===== src/rtl/core/peer_presence_table_aging_unit_assert.svh =====
// ----------------------------------------------------------------------------
// peer presence table aging unit - assertion macros
// concurrent assertion helpers, clocked on clk and held off during rst
// ----------------------------------------------------------------------------
`ifndef PEER_PRESENCE_TABLE_AGING_UNIT_ASSERT_SVH
`define PEER_PRESENCE_TABLE_AGING_UNIT_ASSERT_SVH

`ifndef ASSERT_OFF
`define PPTA_ASSERT_SAME(lbl, ante, cons, msg) \
  lbl: assert property (@(posedge clk) disable iff (rst) (ante) |-> (cons)) else $error(msg);
`define PPTA_ASSERT_NEXT(lbl, ante, cons, msg) \
  lbl: assert property (@(posedge clk) disable iff (rst) (ante) |=> (cons)) else $error(msg);
`else
`define PPTA_ASSERT_SAME(lbl, ante, cons, msg)
`define PPTA_ASSERT_NEXT(lbl, ante, cons, msg)
`endif

`endif


===== src/rtl/core/ppta_pkg.sv =====
// ----------------------------------------------------------------------------
// ppta_pkg
// shared types and constants of the peer presence table aging unit
// ----------------------------------------------------------------------------
package ppta_pkg;

  localparam int ID_W      = 64;
  localparam int SEQ_W     = 32;
  localparam int NOW_W     = 32;
  localparam int LEN_W     = 16;
  localparam int KIND_W    = 8;
  localparam int TTL_W     = 20;
  localparam int SLOT_W    = 4;
  localparam int CFG_IDX_W = 2;
  localparam int CFG_W     = 64;

  localparam logic [KIND_W-1:0] KIND_AUDIO = 8'h41;
  localparam logic [KIND_W-1:0] KIND_HELLO = 8'h48;
  localparam logic [KIND_W-1:0] KIND_BYE   = 8'h42;

  localparam logic [LEN_W-1:0] HEADER_BYTES       = 16'd17;
  localparam logic [LEN_W-1:0] AUDIO_HEADER_BYTES = 16'd21;
  localparam logic [TTL_W-1:0] TTL_RESET          = 20'd6000;

  typedef enum logic [CFG_IDX_W-1:0] {
    REG_OWN_ID_HIGH = 2'd0,
    REG_OWN_ID_LOW  = 2'd1,
    REG_TTL_MS      = 2'd2
  } reg_idx_t;

  typedef enum logic [2:0] {
    EV_IGNORED    = 3'd0,
    EV_JOINED     = 3'd1,
    EV_REFRESHED  = 3'd2,
    EV_LEFT       = 3'd3,
    EV_EXPIRED    = 3'd4,
    EV_TABLE_FULL = 3'd5,
    EV_SWEEP_DONE = 3'd6
  } event_t;

  typedef enum logic [1:0] {
    CMD_IGNORE = 2'd0,
    CMD_BYE    = 2'd1,
    CMD_TOUCH  = 2'd2,
    CMD_SWEEP  = 2'd3
  } cmd_kind_t;

  typedef struct packed {
    cmd_kind_t          kind;
    logic [ID_W-1:0]    id_high;
    logic [ID_W-1:0]    id_low;
    logic               name;
    logic               av;
    logic [SEQ_W-1:0]   seq;
    logic [NOW_W-1:0]   now;
  } cmd_t;

  typedef struct packed {
    event_t             ev;
    logic [SLOT_W-1:0]  slot;
    logic [ID_W-1:0]    id_high;
    logic [ID_W-1:0]    id_low;
    logic               name;
    logic               av;
    logic [SEQ_W-1:0]   seq;
    logic               last;
  } res_t;

endpackage


===== src/rtl/core/peer_presence_table_aging_unit.sv =====
// ----------------------------------------------------------------------------
// peer_presence_table_aging_unit
// presence table of remote senders with last-seen times and ttl aging
// ----------------------------------------------------------------------------
// items enter through push/full and leave through empty/pop; both sides are
// queues. registers are written on the cfg channel (cfg_ready is always high);
// the user must write them only while the block is idle, which the block
// does not enforce. an accepted item is classified in the same cycle and
// queued as a command. the engine then scans every table slot through the
// slot store read port, one slot a cycle while the result queue has room,
// and acts on the result: a packet item gives its single result after the
// scan, a sweep streams one result per expired slot as the scan reaches it
// and the done result at the end. a packet dropped on length, topic or own
// id skips the scan. the engine takes a new item only once it is through
// with the last, as the slot store has a single read port.
// reset empties both queues, invalidates all slots, clears the own id and
// sets ttl_ms to 6000. while pop is held low the result queue fills and the
// scan pauses; the command queue keeps taking items until it is full.
// ----------------------------------------------------------------------------
`include "peer_presence_table_aging_unit_assert.svh"

module peer_presence_table_aging_unit #(
  parameter int TABLE_DEPTH = 16,
  parameter int TIME_BITS   = 32
) (
  input  logic                                clk,
  input  logic                                rst,
  input  logic                                cfg_valid,
  output logic                                cfg_ready,
  input  logic [ppta_pkg::CFG_IDX_W-1:0]      cfg_index,
  input  logic [ppta_pkg::CFG_W-1:0]          cfg_data,
  input  logic                                push,
  output logic                                full,
  input  logic                                op,
  input  logic                                topic_match,
  input  logic [ppta_pkg::LEN_W-1:0]          packet_length,
  input  logic [ppta_pkg::KIND_W-1:0]         kind,
  input  logic [ppta_pkg::ID_W-1:0]           sender_id_high,
  input  logic [ppta_pkg::ID_W-1:0]           sender_id_low,
  input  logic [ppta_pkg::SEQ_W-1:0]          audio_seq_in,
  input  logic [ppta_pkg::NOW_W-1:0]          now_ms,
  output logic                                empty,
  input  logic                                pop,
  output logic [2:0]                          event_res,
  output logic [ppta_pkg::SLOT_W-1:0]         slot,
  output logic [ppta_pkg::ID_W-1:0]           peer_id_high,
  output logic [ppta_pkg::ID_W-1:0]           peer_id_low,
  output logic                                name_carried,
  output logic                                audio_valid,
  output logic [ppta_pkg::SEQ_W-1:0]          audio_seq,
  output logic                                last
);

  import ppta_pkg::*;

  cmd_t              cmd_w;
  cmd_t              cmd_q;
  logic              cmd_empty;
  logic              cmd_pop;
  logic [TTL_W-1:0]  ttl_ms;
  logic              res_full;
  logic              res_push;
  res_t              res_d;
  res_t              res_q;
  logic              res_mid;
  logic              res_done;
  logic              done_clean;

  assign cfg_ready = 1'b1;

  ppta_front u_front (
    .clk            (clk),
    .rst            (rst),
    .cfg_we         (cfg_valid),
    .cfg_index      (cfg_index),
    .cfg_data       (cfg_data),
    .op             (op),
    .topic_match    (topic_match),
    .packet_length  (packet_length),
    .kind           (kind),
    .sender_id_high (sender_id_high),
    .sender_id_low  (sender_id_low),
    .audio_seq_in   (audio_seq_in),
    .now_ms         (now_ms),
    .cmd            (cmd_w),
    .ttl_ms         (ttl_ms)
  );

  ppta_fifo #(
    .T     (cmd_t),
    .DEPTH (2)
  ) u_cmd_q (
    .clk     (clk),
    .rst     (rst),
    .wr_en   (push),
    .wr_data (cmd_w),
    .rd_en   (cmd_pop),
    .rd_data (cmd_q),
    .full    (full),
    .empty   (cmd_empty)
  );

  ppta_engine #(
    .TABLE_DEPTH (TABLE_DEPTH),
    .TIME_BITS   (TIME_BITS)
  ) u_engine (
    .clk       (clk),
    .rst       (rst),
    .cmd_empty (cmd_empty),
    .cmd_in    (cmd_q),
    .cmd_pop   (cmd_pop),
    .ttl_ms    (ttl_ms),
    .res_full  (res_full),
    .res_push  (res_push),
    .res_d     (res_d)
  );

  ppta_fifo #(
    .T     (res_t),
    .DEPTH (2)
  ) u_res_q (
    .clk     (clk),
    .rst     (rst),
    .wr_en   (res_push),
    .wr_data (res_d),
    .rd_en   (pop),
    .rd_data (res_q),
    .full    (res_full),
    .empty   (empty)
  );

  assign event_res    = res_q.ev;
  assign slot         = res_q.slot;
  assign peer_id_high = res_q.id_high;
  assign peer_id_low  = res_q.id_low;
  assign name_carried = res_q.name;
  assign audio_valid  = res_q.av;
  assign audio_seq    = res_q.seq;
  assign last         = res_q.last;

  assign res_mid    = !empty && !last;
  assign res_done   = !empty && (event_res == EV_SWEEP_DONE);
  assign done_clean = last && (slot == '0) && (peer_id_high == '0) && (peer_id_low == '0);

  `PPTA_ASSERT_SAME(a_res_no_overflow, res_push, !res_full, "result pushed into a full queue")
  `PPTA_ASSERT_SAME(a_mid_is_expiry, res_mid, event_res == EV_EXPIRED, "mid result not expiry")
  `PPTA_ASSERT_SAME(a_done_is_clean, res_done, done_clean, "sweep done carries slot or id")
  `PPTA_ASSERT_NEXT(a_one_cmd_at_a_time, cmd_pop, !cmd_pop, "commands taken back to back")

endmodule


===== src/rtl/core/ppta_fifo.sv =====
// ----------------------------------------------------------------------------
// ppta_fifo
// small first-in first-out queue of a generic item type
// ----------------------------------------------------------------------------
module ppta_fifo #(
  parameter type T     = logic,
  parameter int  DEPTH = 2
) (
  input  logic clk,
  input  logic rst,
  input  logic wr_en,
  input  T     wr_data,
  input  logic rd_en,
  output T     rd_data,
  output logic full,
  output logic empty
);

  localparam int ADDR_W = (DEPTH > 1) ? $clog2(DEPTH) : 1;
  localparam int CNT_W  = $clog2(DEPTH + 1);
  localparam logic [ADDR_W-1:0] PTR_LAST = ADDR_W'(DEPTH - 1);
  localparam logic [CNT_W-1:0]  CNT_FULL = CNT_W'(DEPTH);

  T                  mem [DEPTH];
  logic [ADDR_W-1:0] wr_ptr;
  logic [ADDR_W-1:0] rd_ptr;
  logic [CNT_W-1:0]  count;
  logic              do_wr;
  logic              do_rd;

  assign full    = (count == CNT_FULL);
  assign empty   = (count == '0);
  assign do_wr   = wr_en && !full;
  assign do_rd   = rd_en && !empty;
  assign rd_data = mem[rd_ptr];

  always_ff @(posedge clk) begin
    if (do_wr) begin
      mem[wr_ptr] <= wr_data;
    end
  end

  always_ff @(posedge clk) begin
    if (rst) begin
      wr_ptr <= '0;
      rd_ptr <= '0;
      count  <= '0;
    end else begin
      if (do_wr) begin
        wr_ptr <= (wr_ptr == PTR_LAST) ? '0 : wr_ptr + 1'b1;
      end
      if (do_rd) begin
        rd_ptr <= (rd_ptr == PTR_LAST) ? '0 : rd_ptr + 1'b1;
      end
      if (do_wr && !do_rd) begin
        count <= count + 1'b1;
      end else if (do_rd && !do_wr) begin
        count <= count - 1'b1;
      end
    end
  end

endmodule


===== src/rtl/core/ppta_front.sv =====
// ----------------------------------------------------------------------------
// ppta_front
// configuration registers and classification of incoming items into commands
// ----------------------------------------------------------------------------
module ppta_front (
  input  logic                                 clk,
  input  logic                                 rst,
  input  logic                                 cfg_we,
  input  logic [ppta_pkg::CFG_IDX_W-1:0]       cfg_index,
  input  logic [ppta_pkg::CFG_W-1:0]           cfg_data,
  input  logic                                 op,
  input  logic                                 topic_match,
  input  logic [ppta_pkg::LEN_W-1:0]           packet_length,
  input  logic [ppta_pkg::KIND_W-1:0]          kind,
  input  logic [ppta_pkg::ID_W-1:0]            sender_id_high,
  input  logic [ppta_pkg::ID_W-1:0]            sender_id_low,
  input  logic [ppta_pkg::SEQ_W-1:0]           audio_seq_in,
  input  logic [ppta_pkg::NOW_W-1:0]           now_ms,
  output ppta_pkg::cmd_t                       cmd,
  output logic [ppta_pkg::TTL_W-1:0]           ttl_ms
);

  import ppta_pkg::*;

  logic [ID_W-1:0] own_id_high;
  logic [ID_W-1:0] own_id_low;
  logic            drop;

  always_ff @(posedge clk) begin
    if (rst) begin
      own_id_high <= '0;
      own_id_low  <= '0;
      ttl_ms      <= TTL_RESET;
    end else if (cfg_we) begin
      case (cfg_index)
        REG_OWN_ID_HIGH: own_id_high <= cfg_data;
        REG_OWN_ID_LOW:  own_id_low  <= cfg_data;
        REG_TTL_MS:      ttl_ms      <= cfg_data[TTL_W-1:0];
        default: ;
      endcase
    end
  end

  assign drop = (packet_length < HEADER_BYTES) || !topic_match ||
                ((sender_id_high == own_id_high) && (sender_id_low == own_id_low));

  always_comb begin
    cmd      = '0;
    cmd.now  = now_ms;
    if (op) begin
      cmd.kind = CMD_SWEEP;
    end else if (drop) begin
      cmd.kind = CMD_IGNORE;
    end else begin
      cmd.id_high = sender_id_high;
      cmd.id_low  = sender_id_low;
      if (kind == KIND_BYE) begin
        cmd.kind = CMD_BYE;
      end else begin
        cmd.kind = CMD_TOUCH;
        cmd.name = (kind == KIND_HELLO) && (packet_length > HEADER_BYTES);
        cmd.av   = (kind == KIND_AUDIO) && (packet_length > AUDIO_HEADER_BYTES);
        cmd.seq  = cmd.av ? audio_seq_in : '0;
      end
    end
  end

endmodule


===== src/rtl/core/ppta_engine.sv =====
// ----------------------------------------------------------------------------
// ppta_engine
// table store and slot scan that carries out lookups, updates and sweeps
// ----------------------------------------------------------------------------
module ppta_engine #(
  parameter int TABLE_DEPTH = 16,
  parameter int TIME_BITS   = 32
) (
  input  logic                        clk,
  input  logic                        rst,
  input  logic                        cmd_empty,
  input  ppta_pkg::cmd_t              cmd_in,
  output logic                        cmd_pop,
  input  logic [ppta_pkg::TTL_W-1:0]  ttl_ms,
  input  logic                        res_full,
  output logic                        res_push,
  output ppta_pkg::res_t              res_d
);

  import ppta_pkg::*;

  localparam int IDX_W = $clog2(TABLE_DEPTH);
  localparam int CMP_W = (TIME_BITS > TTL_W) ? TIME_BITS : TTL_W;
  localparam logic [IDX_W-1:0] IDX_LAST = IDX_W'(TABLE_DEPTH - 1);

  typedef enum logic [1:0] {
    S_IDLE,
    S_SCAN,
    S_ACT
  } state_t;

  state_t               state;
  cmd_t                 cmd;
  logic [TABLE_DEPTH-1:0] valid;
  logic                 iss_on;
  logic [IDX_W-1:0]     iss_idx;
  logic                 ev_vld;
  logic [IDX_W-1:0]     ev_idx;
  logic                 found;
  logic [IDX_W-1:0]     found_idx;
  logic                 free_found;
  logic [IDX_W-1:0]     free_idx;

  logic [ID_W-1:0]      mem_hi   [TABLE_DEPTH];
  logic [ID_W-1:0]      mem_lo   [TABLE_DEPTH];
  logic [TIME_BITS-1:0] mem_time [TABLE_DEPTH];
  logic [ID_W-1:0]      rd_hi;
  logic [ID_W-1:0]      rd_lo;
  logic [TIME_BITS-1:0] rd_time;

  logic                 adv;
  logic                 rd_en;
  logic                 we;
  logic [IDX_W-1:0]     wr_idx;
  logic [TIME_BITS-1:0] now_t;
  logic [TIME_BITS-1:0] age;
  logic                 expired;
  logic                 id_hit;
  logic                 sweep_hit;

  assign adv       = !res_full;
  assign cmd_pop   = (state == S_IDLE) && !cmd_empty;
  assign rd_en     = (state == S_SCAN) && adv && iss_on;
  assign now_t     = TIME_BITS'(cmd.now);
  assign age       = now_t - rd_time;
  assign expired   = CMP_W'(age) > CMP_W'(ttl_ms);
  assign id_hit    = valid[ev_idx] && (rd_hi == cmd.id_high) && (rd_lo == cmd.id_low);
  assign sweep_hit = (state == S_SCAN) && ev_vld && (cmd.kind == CMD_SWEEP) &&
                     valid[ev_idx] && expired;
  assign wr_idx    = found ? found_idx : free_idx;
  assign we        = (state == S_ACT) && adv && (cmd.kind == CMD_TOUCH) &&
                     (found || free_found);

  always_ff @(posedge clk) begin
    if (we) begin
      mem_hi[wr_idx]   <= cmd.id_high;
      mem_lo[wr_idx]   <= cmd.id_low;
      mem_time[wr_idx] <= now_t;
    end
    if (rd_en) begin
      rd_hi   <= mem_hi[iss_idx];
      rd_lo   <= mem_lo[iss_idx];
      rd_time <= mem_time[iss_idx];
    end
  end

  always_comb begin
    res_push = 1'b0;
    res_d    = '0;
    if (sweep_hit && adv) begin
      res_push     = 1'b1;
      res_d.ev     = EV_EXPIRED;
      res_d.slot   = SLOT_W'(ev_idx);
      res_d.id_high = rd_hi;
      res_d.id_low  = rd_lo;
    end else if ((state == S_ACT) && adv) begin
      res_push = 1'b1;
      res_d.last = 1'b1;
      case (cmd.kind)
        CMD_SWEEP: begin
          res_d.ev = EV_SWEEP_DONE;
        end
        CMD_BYE: begin
          res_d.id_high = cmd.id_high;
          res_d.id_low  = cmd.id_low;
          res_d.ev      = found ? EV_LEFT : EV_IGNORED;
          res_d.slot    = found ? SLOT_W'(found_idx) : '0;
        end
        CMD_TOUCH: begin
          res_d.id_high = cmd.id_high;
          res_d.id_low  = cmd.id_low;
          res_d.name    = cmd.name;
          res_d.av      = cmd.av;
          res_d.seq     = cmd.seq;
          if (found) begin
            res_d.ev   = EV_REFRESHED;
            res_d.slot = SLOT_W'(found_idx);
          end else if (free_found) begin
            res_d.ev   = EV_JOINED;
            res_d.slot = SLOT_W'(free_idx);
          end else begin
            res_d.ev   = EV_TABLE_FULL;
          end
        end
        default: begin
          res_d.ev = EV_IGNORED;
        end
      endcase
    end
  end

  always_ff @(posedge clk) begin
    if (rst) begin
      state      <= S_IDLE;
      valid      <= '0;
      iss_on     <= 1'b0;
      iss_idx    <= '0;
      ev_vld     <= 1'b0;
      ev_idx     <= '0;
      found      <= 1'b0;
      found_idx  <= '0;
      free_found <= 1'b0;
      free_idx   <= '0;
    end else begin
      case (state)
        S_IDLE: begin
          if (!cmd_empty) begin
            cmd        <= cmd_in;
            found      <= 1'b0;
            free_found <= 1'b0;
            iss_idx    <= '0;
            ev_vld     <= 1'b0;
            iss_on     <= (cmd_in.kind != CMD_IGNORE);
            state      <= (cmd_in.kind == CMD_IGNORE) ? S_ACT : S_SCAN;
          end
        end
        S_SCAN: begin
          if (adv) begin
            if (iss_on) begin
              ev_vld <= 1'b1;
              ev_idx <= iss_idx;
              if (iss_idx == IDX_LAST) begin
                iss_on <= 1'b0;
              end else begin
                iss_idx <= iss_idx + 1'b1;
              end
            end else begin
              ev_vld <= 1'b0;
            end
            if (ev_vld) begin
              if (cmd.kind == CMD_SWEEP) begin
                if (sweep_hit) begin
                  valid[ev_idx] <= 1'b0;
                end
              end else begin
                if (id_hit && !found) begin
                  found     <= 1'b1;
                  found_idx <= ev_idx;
                end
                if (!valid[ev_idx] && !free_found) begin
                  free_found <= 1'b1;
                  free_idx   <= ev_idx;
                end
              end
              if (ev_idx == IDX_LAST) begin
                state <= S_ACT;
              end
            end
          end
        end
        S_ACT: begin
          if (adv) begin
            if ((cmd.kind == CMD_BYE) && found) begin
              valid[found_idx] <= 1'b0;
            end
            if ((cmd.kind == CMD_TOUCH) && !found && free_found) begin
              valid[free_idx] <= 1'b1;
            end
            state <= S_IDLE;
          end
        end
        default: begin
          state <= S_IDLE;
        end
      endcase
    end
  end

endmodule

===== config.mk =====
export PLATFORM = sky130hd
export DESIGN_NAME = peer_presence_table_aging_unit
export DESIGN_NICKNAME = d
export VERILOG_FILES = /design/src/rtl/core/ppta_pkg.sv /design/src/rtl/core/peer_presence_table_aging_unit.sv /design/src/rtl/core/ppta_fifo.sv /design/src/rtl/core/ppta_front.sv /design/src/rtl/core/ppta_engine.sv
export VERILOG_INCLUDE_DIRS = /design/src /design/src/rtl/core
export SDC_FILE = /design/constraint.sdc
export NUM_CORES = 2
export LEC_CHECK = 0
export ABC_CLOCK_PERIOD_IN_PS = 13500
export BUFFER_PORTS_ARGS = -buffer_cell sky130_fd_sc_hd__buf_2
export CELL_PAD_IN_SITES_DETAIL_PLACEMENT = 1
export CELL_PAD_IN_SITES_GLOBAL_PLACEMENT = 1
export CORE_MARGIN = 4
export CORE_UTILIZATION = 49
export CTS_CLUSTER_DIAMETER = 200
export CTS_CLUSTER_SIZE = 20
export DETAILED_ROUTE_END_ITERATION = 6
export PLACE_DENSITY_LB_ADDON = 0.05
export SLEW_MARGIN = 30
export SYNTH_ARGS = -nofsm -noshare
export SYNTH_HDL_FRONTEND = slang
export SYNTH_SLANG_ARGS = --single-unit

===== constraint.sdc =====
create_clock -name clk -period 13.5 [get_ports clk]
set_clock_uncertainty 0.2 [all_clocks]
set_input_delay 0 -clock clk [delete_from_list [all_inputs] [get_ports clk]]
set_output_delay 0 -clock clk [all_outputs]
set_load 0.05 [all_outputs]

==> flow_metrics.py <==
metrics = {
    "outcome": {
        "status": "complete, no violations",
    },
    "worst_setup_path": {
        "slowest_delay_ps": 820,
        "reg2reg_depth": 22,
        "cp-end-kind": "register",
        "critPathCapture": "u_res_q.mem[0][60]$_DFFE_PP_",
        "crit_arrival_ps": 8570,
        "regToRegSetupSlack_ps": 5490,
        "reg2reg_to": "u_res_q.mem[0][60]$_DFFE_PP_",
        "r2r-start": "u_engine.now_t[3]$_DFFE_PP_",
        "start_kind": "register",
        "crit_required_ps": 14060,
        "crit_cells": 22,
        "critPathSlowestCell": "buf_4",
        "path_buf_inv": 2,
        "cpLargestDelayFamily": "compound AO/OA/AOI/OAI gates",
        "startpoint": "u_engine.now_t[3]$_DFFE_PP_",
        "setup.worst_path.class": "register to register",
        "path_cells": "ha_1 -> a21o_1 -> a21oi_1 -> a21oi_1 -> o21ai_0 -> a21oi_1 -> o31ai_1 -> o21ai_0 -> o22ai_1 -> xnor2_1 -> ha_1 -> nand4_1 -> a2111oi_0 -> or4b_2 -> a21oi_1 -> o21ai_0 -> nor4_1 -> nand4_1 -> o21a_4 -> buf_4 -> buf_4 -> a22o_1",
        "cpMostUsedCell": "a21oi_1",
        "path_max_fanout": 53,
    },
    "sta": {
        "hold_viol": 0,
        "slew_violations": 0,
        "slew_headroom": 0.280,
        "setup-tns-final_ps": 0,
        "rsz0062_at_grt": "false",
        "setup_violations": 0,
        "fin_hold_ws_ps": 88.6,
        "worstMarginPinSlew_ps": 1070,
        "post-route-period-util": 0.593,
        "fin_crit_ps": 8010,
        "fmax_mhz": 125,
    },
    "drt": {
        "met2_length_um": 227000,
        "avgViaCountPerCell": 6.30,
        "wirelength_met1_um": 187000,
        "drt_first_pass_iters": 5,
        "highest_layer": "met5",
        "wl_met3_um": 32800,
        "drc": 0,
        "drt.antenna.violating_nets": 0,
        "wl_per_cell_um": 37.0,
        "drt-initial-drc-count": 9452,
        "postRouteWirelength_um": 464000,
        "vias": 78927,
    },
    "cts": {
        "tritoncts": "built",
        "ctsHoldBuffers": 546,
        "post_cts_resized": 0,
        "clock-sinks": 3844,
        "cts_buffers": 214,
        "insertion_delay_ps": 930,
        "h-tree-depth": 4,
        "post-cts-setup-buffers": 0,
        "cts_root_buffer": "clkbuf_16",
        "clk_pin_slew_ps": 80,
        "clock_path_buffers": 4,
    },
    "grt": {
        "antenna_found_initial": 60,
        "grt_pass1_wl_um": 648000,
        "grt_overflow_total": 0,
        "grt_max_degree": 117,
        "grt_use_total": 0.293,
        "grt_pass1_vias": 81934,
    },
    "die": {
        "fp.dieW_um": 560,
        "num_rows": 202,
        "start_util": 0.492,
        "io_pins": 462,
        "core_region_area_sq_um": 303000,
        "die_area_sq_um": 313000,
        "die_y_um": 560,
    },
    "synth": {
        "synthArstFlopShare": 0,
        "synth_edf_count": 3648,
        "ys_warn_count": 0,
        "synth_top_area_share": 0.735,
        "synth-seq-area-share": 0.761,
        "synthTopCellsByArea": "edfxtp_1 73%, mux4_2 11%, mux2_2 2.8%",
        "syn_avg_cell_area_sq_um": 20.1,
        "ys_ff_latch": 3844,
        "post_synth_num_cell_types": 78,
        "ys.flop_type": "edfxtp_1",
        "syn_inst": 7411,
        "syn_area_sq_um": 149000,
        "yosysTopAreaCell": "edfxtp_1",
        "syn_nets": 7759,
    },
    "pwr": {
        "power.density_nw_per_um2": 156,
        "internal_power_mw": 18.8,
        "swShare": 0.283,
        "power_frac_comb": 0.171,
        "p_leak_nw": 52.5,
        "seq_power_share": 0.574,
        "ir_drop_uv": 125,
        "switchingPower_mw": 7.45,
        "p_clk_frac": 0.255,
    },
    "hold_path": {
        "hp-class": "input pin to register",
    },
    "final_layout": {
        "nets": 8769,
        "area_growth_pct": 12.9,
        "drive_gt1_frac": 0.240,
    },
    "place": {
        "gp_congestion": 0.881,
        "hpwl_um": 273000,
        "port_buffers": 460,
    },
    "job": {
        "drv_cap": 0,
    },
}
kinds of logic after synthesis:
kind of cell	after synthesis	share of synthesized area
multiplexers	1195	0.146
buffers and inverters	497	0.0129
XOR/XNOR	242	0.0142
AND/OR/NAND/NOR	942	0.0318
AO/OA/AOI/OAI	631	0.0286
adder cells (fa/ha/maj)	59	0.00500
flip-flops	3844	0.761
other	1	0.0000252
registers in the layout, indices dropped and copies added (netlist names), 64 cells and up, named ones only:
signal	cells
u_cmd_q.mem	392
u_engine.cmd	164
u_engine.mem_hi	1024
u_engine.mem_lo	1024
u_engine.mem_time	512
u_engine.rd_hi	64
u_engine.rd_lo	64
u_front.own_id_high	64
u_front.own_id_low	64
u_res_q.mem	340
layout make-up:
| class | count | area, sq um |
|---|---|---|
| sequential | 3844 | 113000 |
| clock inverter | 7 | 113 |
| antenna | 48 | 120 |
| timing repair buffer | 1167 | 9460 |
| inverter | 124 | 473 |
| tap | 3978 | 4980 |
| clock buffer | 292 | 5730 |
| fill | 26228 | 134000 |
| multi-input combinational | 3070 | 34000 |
power groups by stage:
stage	Sequential (mW)	Combinational (mW)	Clock, mW
6_report	15.1	4.50	6.71
5_1_grt	15.2	4.74	7.33
4_1_cts	15.1	4.54	6.86
3_5_place_dp	15.4	4.40	0
3_3_place_gp	15.3	4.36	0
2_1_floorplan	15.0	2.84	0
stage by stage:
stage / worst slack (ps) / cells / power, mW / utilization / cell area [sq um]
after CTS: 5180 / 12477 / 26.5 / 0.555 / 168000
after floorplan: 935 / 7411 / 17.9 / - / 149000
after global routing: 4910 / 12507 / 27.3 / 0.556 / 168000
after global placement: 5020 / 11629 / 19.6 / 0.517 / 157000
after detailed placement: 5180 / 11632 / 19.8 / 0.518 / 157000
final: 5490 / 12530 / 26.3 / 0.556 / 168000
layer usage:
| layer | GRT usage | vias to the layer above |
|---|---|---|
| met5 | 0 | - |
| met4 | 0.0913 | 26 |
| met3 | 0.0462 | 715 |
| met2 | 0.480 | 3376 |
| met1 | 0.410 | 42995 |
| li1 | - | 31815 |
cells in the mapped netlist (all sizes together), types with 7 or more instances:
library cell,count
xor2,83
and3,40
or3,7
nor2b,81
nand4,59
a21oi,249
a31oi,8
mux4,749
o21ai,37
dfxtp,196
nand3,19
o2bb2ai,14
nor3,28
edfxtp,3648
a22oi,24
nand3b,15
mux2i,67
a21o,15
nor3b,8
nor4,40
clkbuf,285
o211ai,7
a32oi,9
nand2b,11
nor2,106
buf,88
o22ai,20
and2,152
a211oi,65
a22o,136
inv,124
xnor2,159
ha,58
mux2,379
nand2,359
worst reg2reg max path: cells and delay by family (launching register included):
kind,cells,cell delay (ps)
XOR/XNOR,1,110
flip-flops,1,690
AO/OA/AOI/OAI,13,3760
buffers and inverters,2,1700
AND/OR/NAND/NOR,4,710
adder cells (fa/ha/maj),2,710
worst min path at each step:
| stage | start | cells past startpoint | end |
|---|---|---|---|
| 2_1_floorplan | now_ms[0] | 0 | u_cmd_q.mem[0][0]$_DFFE_PP_ |
| 6_report | sender_id_low[43] | 3 | u_cmd_q.mem[1][109]$_DFFE_PP_ |
| 4_1_cts | sender_id_high[26] | 4 | u_cmd_q.mem[1][156]$_DFFE_PP_ |
| 3_3_place_gp | now_ms[20] | 1 | u_cmd_q.mem[1][20]$_DFFE_PP_ |
| 5_1_grt | sender_id_low[20] | 4 | u_cmd_q.mem[1][86]$_DFFE_PP_ |
| 3_5_place_dp | now_ms[9] | 1 | u_cmd_q.mem[1][9]$_DFFE_PP_ |
layout by cell type, fill, tap and decap left out, types with 74 or more instances in the layout:
master         instances
a21oi_1              248
a22o_1               136
and2_1               151
buf_2                459
buf_4                117
clkbuf_1              74
clkbuf_16            218
dfxtp_1              190
dlygate4sd3_1        545
edfxtp_1            3648
inv_1                123
mux2_2               372
mux4_2               749
nand2_1              359
nor2_1                85
nor2b_1               80
xnor2_1              156
xor2_1                80
Power figures use the tool's default switching activity.
